`config.mk`:
```
export PLATFORM = sky130hd
export DESIGN_NAME = marker_record_parser
export DESIGN_NICKNAME = d
export VERILOG_FILES = /design/src/design/mrp_pkg.sv /design/src/design/mrp_step.sv /design/src/design/marker_record_parser.sv
export SDC_FILE = /design/constraint.sdc
export NUM_CORES = 1
export LEC_CHECK = 0
export ABC_AREA = 1
export BUFFER_PORTS_ARGS = -buffer_cell sky130_fd_sc_hd__buf_4
export CAP_MARGIN = 20
export CORE_MARGIN = 1
export CORE_UTILIZATION = 59
export DETAILED_ROUTE_END_ITERATION = 7
export GPL_ROUTABILITY_DRIVEN = 0
export PLACE_DENSITY = 0.81
export SYNTH_ARGS = -nofsm -noshare
export SYNTH_HDL_FRONTEND = slang
export SYNTH_SLANG_ARGS = --single-unit
```
`constraint.sdc`:
```
create_clock -name clk -period 11.84 [get_ports clk]
set_clock_uncertainty 0.1 [all_clocks]
set_input_delay 2.96 -clock clk [delete_from_list [all_inputs] [get_ports clk]]
set_output_delay 2.96 -clock clk [all_outputs]
set_load 0.005 [all_outputs]
```
`src/design/mrp_pkg.sv`:
```
`default_nettype none
// ----------------------------------------------------------------------------
// mrp_pkg: shared types and codes of the marker record parser
// Segment geometry, header codes, result kinds, and parser state/result structs.
// ----------------------------------------------------------------------------
package mrp_pkg;

	localparam int SEG_WORDS = 16;
	localparam int POS_W     = $clog2(SEG_WORDS);
	localparam int TOTAL_W   = 48;
	localparam int BLOCKS_W  = 35;

	// segment header codes (low byte of word 0)
	localparam logic [7:0] HDR_TRIGGER  = 8'h01;
	localparam logic [7:0] HDR_GATE     = 8'h04;
	localparam logic [7:0] HDR_GATE_ALT = 8'h0a;
	localparam logic [7:0] HDR_DUMMY    = 8'h08;

	// segment kind held across a segment
	localparam logic [1:0] SEG_SKIP    = 2'd0;
	localparam logic [1:0] SEG_TRIGGER = 2'd1;
	localparam logic [1:0] SEG_GATE    = 2'd2;

	// result kinds
	localparam logic [2:0] K_TRIGGER   = 3'd0;
	localparam logic [2:0] K_GATE      = 3'd1;
	localparam logic [2:0] K_GATE_DROP = 3'd2;
	localparam logic [2:0] K_READ_DONE = 3'd3;
	localparam logic [2:0] K_BAD_HDR   = 3'd4;
	localparam logic [2:0] K_DUMMY     = 3'd5;
	localparam logic [2:0] K_REVERSED  = 3'd6;

	localparam logic [TOTAL_W-1:0] TOTAL_MAX = '1;

	typedef struct packed {
		logic [POS_W-1:0]   word_pos;
		logic [1:0]         seg_kind;
		logic [31:0]        held_word;
		logic [31:0]        held_start;
		logic [7:0]         held_sample;
		logic               sub_is_gate;
		logic [15:0]        trig_seen;
		logic               any_trig;
		logic [TOTAL_W-1:0] gate_sum;
	} parse_state_t;

	typedef struct packed {
		logic [2:0]          kind;
		logic [55:0]         timestamp;
		logic [23:0]         trigger_index;
		logic [7:0]          sub_sample;
		logic [31:0]         start_block;
		logic [7:0]          start_sample;
		logic [31:0]         end_block;
		logic [7:0]          end_sample;
		logic [BLOCKS_W-1:0] gate_blocks;
		logic [TOTAL_W-1:0]  read_total;
		logic [15:0]         trigger_count;
	} result_t;

endpackage
`default_nettype wire

```
`src/design/mrp_step.sv`:
```
`default_nettype none
// ----------------------------------------------------------------------------
// mrp_step: per-word parse logic
// Given the parser state and one marker word, forms the next state and the
// result (if any) that the word produces.
// ----------------------------------------------------------------------------
module mrp_step
	import mrp_pkg::*;
(
	input  wire parse_state_t st,
	input  wire logic [31:0]  word,
	input  wire logic [15:0]  trig_limit,
	output parse_state_t      nx,
	output logic              res_valid,
	output result_t           res
);

	logic [1:0]          seg;
	logic [31:0]         end_blk;
	logic [31:0]         diff;
	logic [BLOCKS_W-1:0] quad;
	logic [BLOCKS_W-1:0] blocks;
	logic                reversed;
	logic [TOTAL_W:0]    sum;

	always_comb begin
		nx        = st;
		res       = '0;
		res_valid = 1'b0;
		seg       = st.seg_kind;

		end_blk  = {word[23:0], st.held_word[31:24]};
		reversed = end_blk < st.held_start;
		diff     = end_blk - st.held_start;
		quad     = {1'b0, diff, 2'b00};
		// round up to a multiple of 16
		blocks   = reversed ? '0 : ((quad + BLOCKS_W'(12)) & ~BLOCKS_W'(15));
		sum      = {1'b0, st.gate_sum} + {{(TOTAL_W + 1 - BLOCKS_W){1'b0}}, blocks};

		if (st.word_pos == '0) begin
			nx.held_word = word;
			case (word[7:0])
				HDR_TRIGGER: begin
					seg = SEG_TRIGGER;
					if (({1'b0, st.trig_seen} + 17'd1) > {1'b0, trig_limit}) begin
						res_valid         = 1'b1;
						res.kind          = K_READ_DONE;
						res.read_total    = st.gate_sum;
						res.trigger_count = st.trig_seen;
						nx.gate_sum       = '0;
						nx.any_trig       = 1'b0;
						nx.trig_seen      = 16'd1;
					end else begin
						nx.trig_seen = st.trig_seen + 16'd1;
					end
				end
				HDR_GATE, HDR_GATE_ALT: begin
					seg = SEG_GATE;
				end
				HDR_DUMMY: begin
					seg               = SEG_SKIP;
					res_valid         = 1'b1;
					res.kind          = K_DUMMY;
					res.read_total    = st.gate_sum;
					res.trigger_count = st.trig_seen;
				end
				default: begin
					seg               = SEG_SKIP;
					res_valid         = 1'b1;
					res.kind          = K_BAD_HDR;
					res.read_total    = st.gate_sum;
					res.trigger_count = st.trig_seen;
				end
			endcase
		end

		if (seg == SEG_TRIGGER) begin
			if (st.word_pos == POS_W'(1)) begin
				nx.held_start  = {8'd0, word[31:8]};
				nx.held_sample = word[7:0];
			end else if (st.word_pos == POS_W'(2)) begin
				nx.any_trig       = 1'b1;
				res_valid         = 1'b1;
				res.kind          = K_TRIGGER;
				res.timestamp     = {word, st.held_start[23:0]};
				res.trigger_index = st.held_word[31:8];
				res.sub_sample    = st.held_sample;
				res.read_total    = st.gate_sum;
				res.trigger_count = st.trig_seen;
			end
		end else if (seg == SEG_GATE) begin
			case (st.word_pos[1:0])
				2'd0: begin
					nx.sub_is_gate = (word[7:0] == HDR_GATE);
					nx.held_word   = word;
				end
				2'd1: begin
					nx.held_start  = {word[23:0], st.held_word[31:24]};
					nx.held_sample = word[31:24];
				end
				2'd2: begin
					nx.held_word = word;
				end
				default: begin
					if (st.sub_is_gate) begin
						res_valid        = 1'b1;
						res.start_block  = st.held_start;
						res.start_sample = st.held_sample;
						res.end_block    = end_blk;
						res.end_sample   = word[31:24];
						res.gate_blocks  = blocks;
						if (!st.any_trig) begin
							res.kind = K_GATE_DROP;
							seg      = SEG_SKIP;
						end else if (reversed) begin
							res.kind = K_REVERSED;
						end else begin
							res.kind    = K_GATE;
							nx.gate_sum = sum[TOTAL_W] ? TOTAL_MAX : sum[TOTAL_W-1:0];
						end
						res.read_total    = nx.gate_sum;
						res.trigger_count = st.trig_seen;
					end
				end
			endcase
		end

		nx.seg_kind = seg;
		nx.word_pos = (st.word_pos == POS_W'(SEG_WORDS - 1)) ? '0 : st.word_pos + POS_W'(1);
	end

endmodule
`default_nettype wire

```
`src/design/marker_record_parser.sv`:
```
`default_nettype none
// ----------------------------------------------------------------------------
// marker_record_parser: digitizer marker stream parser
// Parses 16-word marker segments into trigger, gate, read-done, dummy and bad-header results.
// ----------------------------------------------------------------------------
// Usage
//   Marker words enter on marker_word with marker_valid/marker_stall; a
//   transfer happens on a clock edge with valid high and stall low.
//   Results leave on result_valid/result_stall with one port per field;
//   fields a result kind does not use read as zero.
//   Each word is registered (s1), parsed against the running segment state in
//   one pass, and any result lands in the output register (s2), which drives
//   result_valid. Throughput is one word per cycle while result_stall does
//   not hold a waiting result; the output register lets the next word
//   be parsed in the same cycle that the waiting result is taken.
//   When result_stall holds a waiting result, the word in s1 waits too and
//   marker_stall rises until the output register frees.
//   The trigger limit per read is written through cfg_wr_en/cfg_wr_data
//   while idle.
//   Reset (arst_n low) returns to the start of a segment with zero counts,
//   an empty pipeline and a limit of one trigger per read.
// ----------------------------------------------------------------------------
module marker_record_parser
	import mrp_pkg::*;
(
	input  wire logic                clk,
	input  wire logic                arst_n,
	// configuration
	input  wire logic                cfg_wr_en,
	input  wire logic [15:0]         cfg_wr_data,
	// marker word channel
	input  wire logic                marker_valid,
	output logic                     marker_stall,
	input  wire logic [31:0]         marker_word,
	// result channel
	output logic                     result_valid,
	input  wire logic                result_stall,
	output logic [2:0]               kind,
	output logic [55:0]              timestamp,
	output logic [23:0]              trigger_index,
	output logic [7:0]               sub_sample,
	output logic [31:0]              start_block,
	output logic [7:0]               start_sample,
	output logic [31:0]              end_block,
	output logic [7:0]               end_sample,
	output logic [BLOCKS_W-1:0]      gate_blocks,
	output logic [TOTAL_W-1:0]       read_total,
	output logic [15:0]              trigger_count
);

	logic [15:0]  trig_limit_q;
	parse_state_t state_q;
	parse_state_t state_nx;

	logic         valid_s1;
	logic [31:0]  word_s1;
	logic         valid_s2;
	result_t      res_s2;

	logic         step_res_valid;
	result_t      step_res;
	logic         advance;
	logic         accept;

	// s1 word moves on once the output register is empty or being drained
	assign advance      = valid_s1 && (!valid_s2 || !result_stall);
	assign marker_stall = valid_s1 && !advance;
	assign accept       = marker_valid && !marker_stall;

	mrp_step u_step (
		.st         (state_q),
		.word       (word_s1),
		.trig_limit (trig_limit_q),
		.nx         (state_nx),
		.res_valid  (step_res_valid),
		.res        (step_res)
	);

	always_ff @(posedge clk or negedge arst_n) begin
		if (!arst_n) begin
			trig_limit_q <= 16'd1;
		end else if (cfg_wr_en) begin
			trig_limit_q <= cfg_wr_data;
		end
	end

	// input register
	always_ff @(posedge clk or negedge arst_n) begin
		if (!arst_n) begin
			valid_s1 <= 1'b0;
		end else if (accept) begin
			valid_s1 <= 1'b1;
		end else if (advance) begin
			valid_s1 <= 1'b0;
		end
	end

	always_ff @(posedge clk) begin
		if (accept) begin
			word_s1 <= marker_word;
		end
	end

	// segment state: updated once per parsed word
	always_ff @(posedge clk or negedge arst_n) begin
		if (!arst_n) begin
			state_q <= '0;
		end else if (advance) begin
			state_q <= state_nx;
		end
	end

	// output register
	always_ff @(posedge clk or negedge arst_n) begin
		if (!arst_n) begin
			valid_s2 <= 1'b0;
		end else if (advance) begin
			valid_s2 <= step_res_valid;
		end else if (!result_stall) begin
			valid_s2 <= 1'b0;
		end
	end

	always_ff @(posedge clk) begin
		if (advance && step_res_valid) begin
			res_s2 <= step_res;
		end
	end

	assign result_valid  = valid_s2;
	assign kind          = res_s2.kind;
	assign timestamp     = res_s2.timestamp;
	assign trigger_index = res_s2.trigger_index;
	assign sub_sample    = res_s2.sub_sample;
	assign start_block   = res_s2.start_block;
	assign start_sample  = res_s2.start_sample;
	assign end_block     = res_s2.end_block;
	assign end_sample    = res_s2.end_sample;
	assign gate_blocks   = res_s2.gate_blocks;
	assign read_total    = res_s2.read_total;
	assign trigger_count = res_s2.trigger_count;

	// state moves only when a word is parsed
	a_state_hold: assert property (@(posedge clk) disable iff (!arst_n)
		!advance |=> $stable(state_q))
		else $error("parser state changed without a parsed word");

	// word position steps by one per parsed word
	a_pos_step: assert property (@(posedge clk) disable iff (!arst_n)
		advance && (state_q.word_pos != POS_W'(SEG_WORDS - 1))
		|=> state_q.word_pos == $past(state_q.word_pos) + POS_W'(1))
		else $error("word position skipped");

	// a read-done result opens a new read with one trigger and no blocks
	a_read_done: assert property (@(posedge clk) disable iff (!arst_n)
		advance && step_res_valid && (step_res.kind == K_READ_DONE)
		|=> (state_q.gate_sum == '0) && (state_q.trig_seen == 16'd1))
		else $error("read done did not restart the read");

	// a parsed word with a result always reaches the output register
	a_res_capture: assert property (@(posedge clk) disable iff (!arst_n)
		advance && step_res_valid |=> valid_s2)
		else $error("result lost");

endmodule
`default_nettype wire

```
Word-level counts from Yosys, hierarchy flattened
Cells that the tools add are included.
{ "totals": {"register_bits": 464, "input_bits": 53, "output_inout_bits": 272, "elab_cells": 135} }
{ "op_classes": {"add_sub_neg": 6, "magnitude_cmp": 2, "n_eq_ne": 13, "mux": 64, "n_bitwise": 4, "n_reduce_logical": 22} }
{ "ops": {"columns": ["operator", "count"], "rows": [
  ["$mux 64", 8],
  ["$mux 48", 7],
  ["$mux 91", 2],
  ["$mux 49", 3],
  ["$pmux 64 s2", 1],
  ["$mux 40", 3],
  ["$mux 32", 3],
  ["$mux 73", 1],
  ["$add 48x35->49", 1],
  ["$add 34x4->35 const B", 1],
  ["$mux 35", 1],
  ["$lt 32x32->1", 1],
  ["$sub 32x32->32", 1],
  ["$mux 3", 7],
  ["$add 16x1->17 const B", 1],
  ["$gt 17x16->1", 1],
  ["$add 16x1->16 const B", 1],
  ["$eq 8x4->1 const B", 2],
  ["$mux 1", 16],
  ["$mux 16", 1],
  ["$mux 2", 7],
  ["$pmux 3 s3", 1],
  ["$eq 8x1->1 const B", 1],
  ["$eq 8x3->1 const B", 1],
  ["other kinds (23)", 39]
]} }

Longest topological paths before layout
{ "logic_depth": {"ltp_word": 11, "ltp_mapped": 38, "ltp_nobuf": 38} }

Hierarchy
Synthesis repeated with hierarchy kept, for this count alone.
{ "hier_totals": {"cells_unflattened": 3505, "hier_area_um2": 27239.9} }
{ "by_module_without_submodules": {"columns": ["module", "n_inst", "cells_each", "area_each_um2", "seq_area_each_um2"], "rows": [
  ["marker_record_parser", 1, 1005, 15439.8, 13123.8],
  ["mrp_step", 1, 2500, 11800.1, 0.0]
]} }

Worst setup path before layout
No wires, ideal clock.
{ "synth_path": {"kind": "input -> register", "startpoint": "input result_stall", "endpoint": "register res_s2, in the netlist end_block[0] (enable)", "setup_ns": 0.617, "t_arrival_ns": 9.123, "t_required_ns": 11.123, "slack_ns": 2.000, "stages": 7, "n_path_buf": 2, "path_cell_list": "nand2_1 -> nand2_1 -> inv_1 -> clkbuf_1 -> clkbuf_1 -> nand2_1 -> inv_1"} }
{ "synth_between": {"elab_chain_len": 4} }
{ "synth_rtl": {"columns": ["element", "line", "rtl"], "rows": [
  ["start, declared", "marker_record_parser.sv:37", "input wire logic result_stall,"],
  ["$logic_not 1->1", null, null],
  ["$logic_or 1x1->1", "marker_record_parser.sv:66", "assign advance = valid_s1 && (!valid_s2 || !result_stall);"],
  ["$logic_and 1x1->1", "marker_record_parser.sv:66", null],
  ["$logic_and 1x1->1", "marker_record_parser.sv:125", "if (advance && step_res_valid) begin"],
  ["end signal, assigned", "marker_record_parser.sv:126", "res_s2 <= step_res;"],
  ["end, declared", "marker_record_parser.sv:58", "result_t res_s2;"]
]} }
Every way passes these cells.
A chain may end at the register's enable or synchronous reset.

==> flow_metrics.py <==
metrics = {
    "floorplan": {
        "rows": 74,
        "fp.dieArea_um2": 43000,
        "coreArea_um2": 41200,
        "die_y_um": 207,
        "pin_count": 325,
        "start_util_pct": 60.3,
        "die_w_um": 207,
    },
    "detailed_routing": {
        "postRouteAntennaNets": 0,
        "dr.first_iter.drc_count": 2782,
        "wirelength_um": 74700,
        "drtPass1Iterations": 8,
        "drc": 3,
        "routed_via_density": 5.78,
        "wl_per_cell_um": 19.5,
        "vias": 22100,
    },
    "clocking": {
        "cts_tree": "yes",
        "cts_resized": 0,
        "cts_inserted_buffers": 47,
        "postCtsHoldBufs": 0,
        "insertion_delay_ns": 0.60,
        "cts_sinks": 452,
        "path_clk_slew_ns": 0.06,
        "cts-root-buf": "clkbuf_16",
        "htree_levels": 2,
        "cts_buffer_depth": 3,
        "cts_setup_buffers": 0,
    },
    "setup_path": {
        "path_class": "reg2reg",
        "crit_slowest_cell": "a21oi_4",
        "worstPathMaxFanout": 23,
        "cp-start-kind": "register",
        "required_ns": 12.06,
        "cp.arrival_ns": 6.76,
        "path_common_cell": "nand2_1",
        "max_stage_delay_ns": 0.58,
        "endpoint_kind": "register",
    },
    "sta": {
        "rsz0062_at_grt": "no",
        "timing.slew.headroom_pct": 23.3,
        "slew_viol_final": 0,
        "timing.fmax_mhz": 153,
        "post-route-min-period_ns": 6.54,
        "final.period_utilization_pct": 55.2,
        "setup_tns_ns": 0,
        "setup_viol": 0,
        "tightestPinTransition_ns": 1.15,
        "hold_viol_final": 0,
    },
    "layout": {
        "drive_gt1_share_pct": 15.3,
        "final_util_pct": 70.9,
        "layout_common_cells": "nand2_1 (733), inv_1 (459), nor2_1 (372)",
        "nets": 3394,
        "mostFrequentLayoutCell": "nand2_1",
        "areaGrowthSynthToFinish_pct": 17.5,
    },
    "grt": {
        "grtUsageTotal_pct": 34.5,
        "antenna_found_initial": 1,
        "grt_pass1_wl_um": 116000,
        "grt_max_degree": 143,
        "grt_overflow": 0,
        "grt_pass1_vias": 21000,
    },
    "hold_path": {
        "min_path_type": "reg2reg",
    },
    "run_status": {
        "outcome": "finished with violations",
        "violations": "design-rule violations",
    },
    "synthesis": {
        "ys_types": 56,
        "yosys_register_bits": 452,
        "yosys_warnings": 0,
        "yosysSeqAreaShare_pct": 51.5,
        "syn_inst": 2955,
        "mappedNetlistArea_um2": 24900,
        "syn_area_per_cell_um2": 8.41,
    },
    "run": {
        "drv_cap": 0,
    },
    "placed_design": {
        "dp_hpwl_um": 53700,
        "io_buffers": 320,
    },
    "power_and_ir_drop": {
        "p_total_mw": 6.33,
        "leakage_nw": 14.1,
        "p_per_area_nw_per_um2": 216,
        "peakVddDrop_uv": 148,
    },
}
worst max-delay path: cells and delay by family (launching register included):
family                   cells  cell delay, ns
adder cells (fa/ha/maj)      3            0.85
flip-flops                   1            0.35
AO/OA/AOI/OAI                6            1.46
buffers and inverters        4            1.32
AND/OR/NAND/NOR             16            2.16
sequential cells by signal (all words and copies together) (netlist names):
signal and count:
kind 3, end_sample 8, valid_s1 1, gate_blocks 31
start_block 32, trigger_index 24, result_valid 1, start_sample 8
read_total 48, word_s1 32, sub_sample 8, trig_limit_q 16
state_q 136, end_block 32, trigger_count 16, timestamp 56
synth_stat cells, drive strengths merged:
library cell,n,share of area [%]
dfrtp,153,15
nand4,47,1.2
o221ai,1,0.035
o211ai,1,0.030
o22ai,57,1.4
inv,473,7.2
nor3b,1,0.030
buf,39,1.1
edfxtp,298,36
a21o,6,0.18
nor2,390,6.3
clkinv,2,0.030
nand3b,2,0.060
or2,1,0.025
nand2,747,12
a21oi,129,2.7
xor2,40,1.4
o2111ai,1,0.035
xnor2,15,0.53
and3,1,0.025
clkbuf,47,0.71
nand3,143,3.1
nor4,7,0.18
a31oi,6,0.15
a21boi,4,0.12
fa,2,0.16
o31ai,12,0.38
dfstp,1,0.11
o21bai,13,0.39
o21a,3,0.091
o21ai,153,3.4
ha,85,4.3
nor3,65,1.4
mux2,1,0.045
conb,1,0.015
and2,8,0.20
cell type report:
cell class / count / area, um^2
clock buffer: 71 / 1390
clock inverter: 17 / 214
inverter: 475 / 1790
timing repair buffer: 333 / 2500
antenna: 1 / 2.50
sequential: 452 / 12800
fill: 3038 / 12000
tap: 532 / 666
multi-input combinational: 1945 / 9860
stage by stage:
step	hold WS (ns)	instances	area [um^2]	worst slack [ns]
floorplan	0.349	2958	24900	2.00
global placement	0.366	3736	27600	4.92
detailed placement	0.372	3736	27600	4.82
CTS	0.389	3824	29200	5.41
global route	0.398	3826	29200	4.74
finish	0.386	3826	29200	5.30
per-layer routing:
metal | share of wire, % | GRT usage (%) | wire, um
met5 | 0 | 0 | 0
met4 | 4.6 | 15.4 | 3420
met3 | 12 | 8.14 | 8700
met2 | 46 | 55.0 | 34500
met1 | 38 | 45.2 | 28200
worst paths after layout:
check,from,to,slack (ns),depth (start not counted)
max in group asynchronous,arst_n,state_q[10],7.81,2
min in group asynchronous,arst_n,state_q[40],2.37,1
hold reg to reg,state_q[105],state_q[105],0.39,2
setup / recovery,state_q[130],read_total[35],5.30,29
hold / removal,state_q[105],state_q[105],0.39,2
setup reg to reg,state_q[130],read_total[35],5.30,29
power breakdown:
group | total, mW | switching, mW | internal (mW)
Sequential | 2.08 | 0.104 | 1.97
Combinational | 2.73 | 1.90 | 0.829
Clock | 1.52 | 0.640 | 0.882
Total | 6.33 | 2.64 | 3.68
cells by family after synthesis:
family	after synthesis	share of synthesized area, %
simple gates	1412	24.1
fa+ha+maj	87	4.44
buf+inv	561	8.97
compound gates	386	9.01
xor+xnor	55	1.97
flops	452	51.5
other cells	1	0.0151
mux	1	0.0453
No activity file was read; power rests on OpenSTA's default activity.
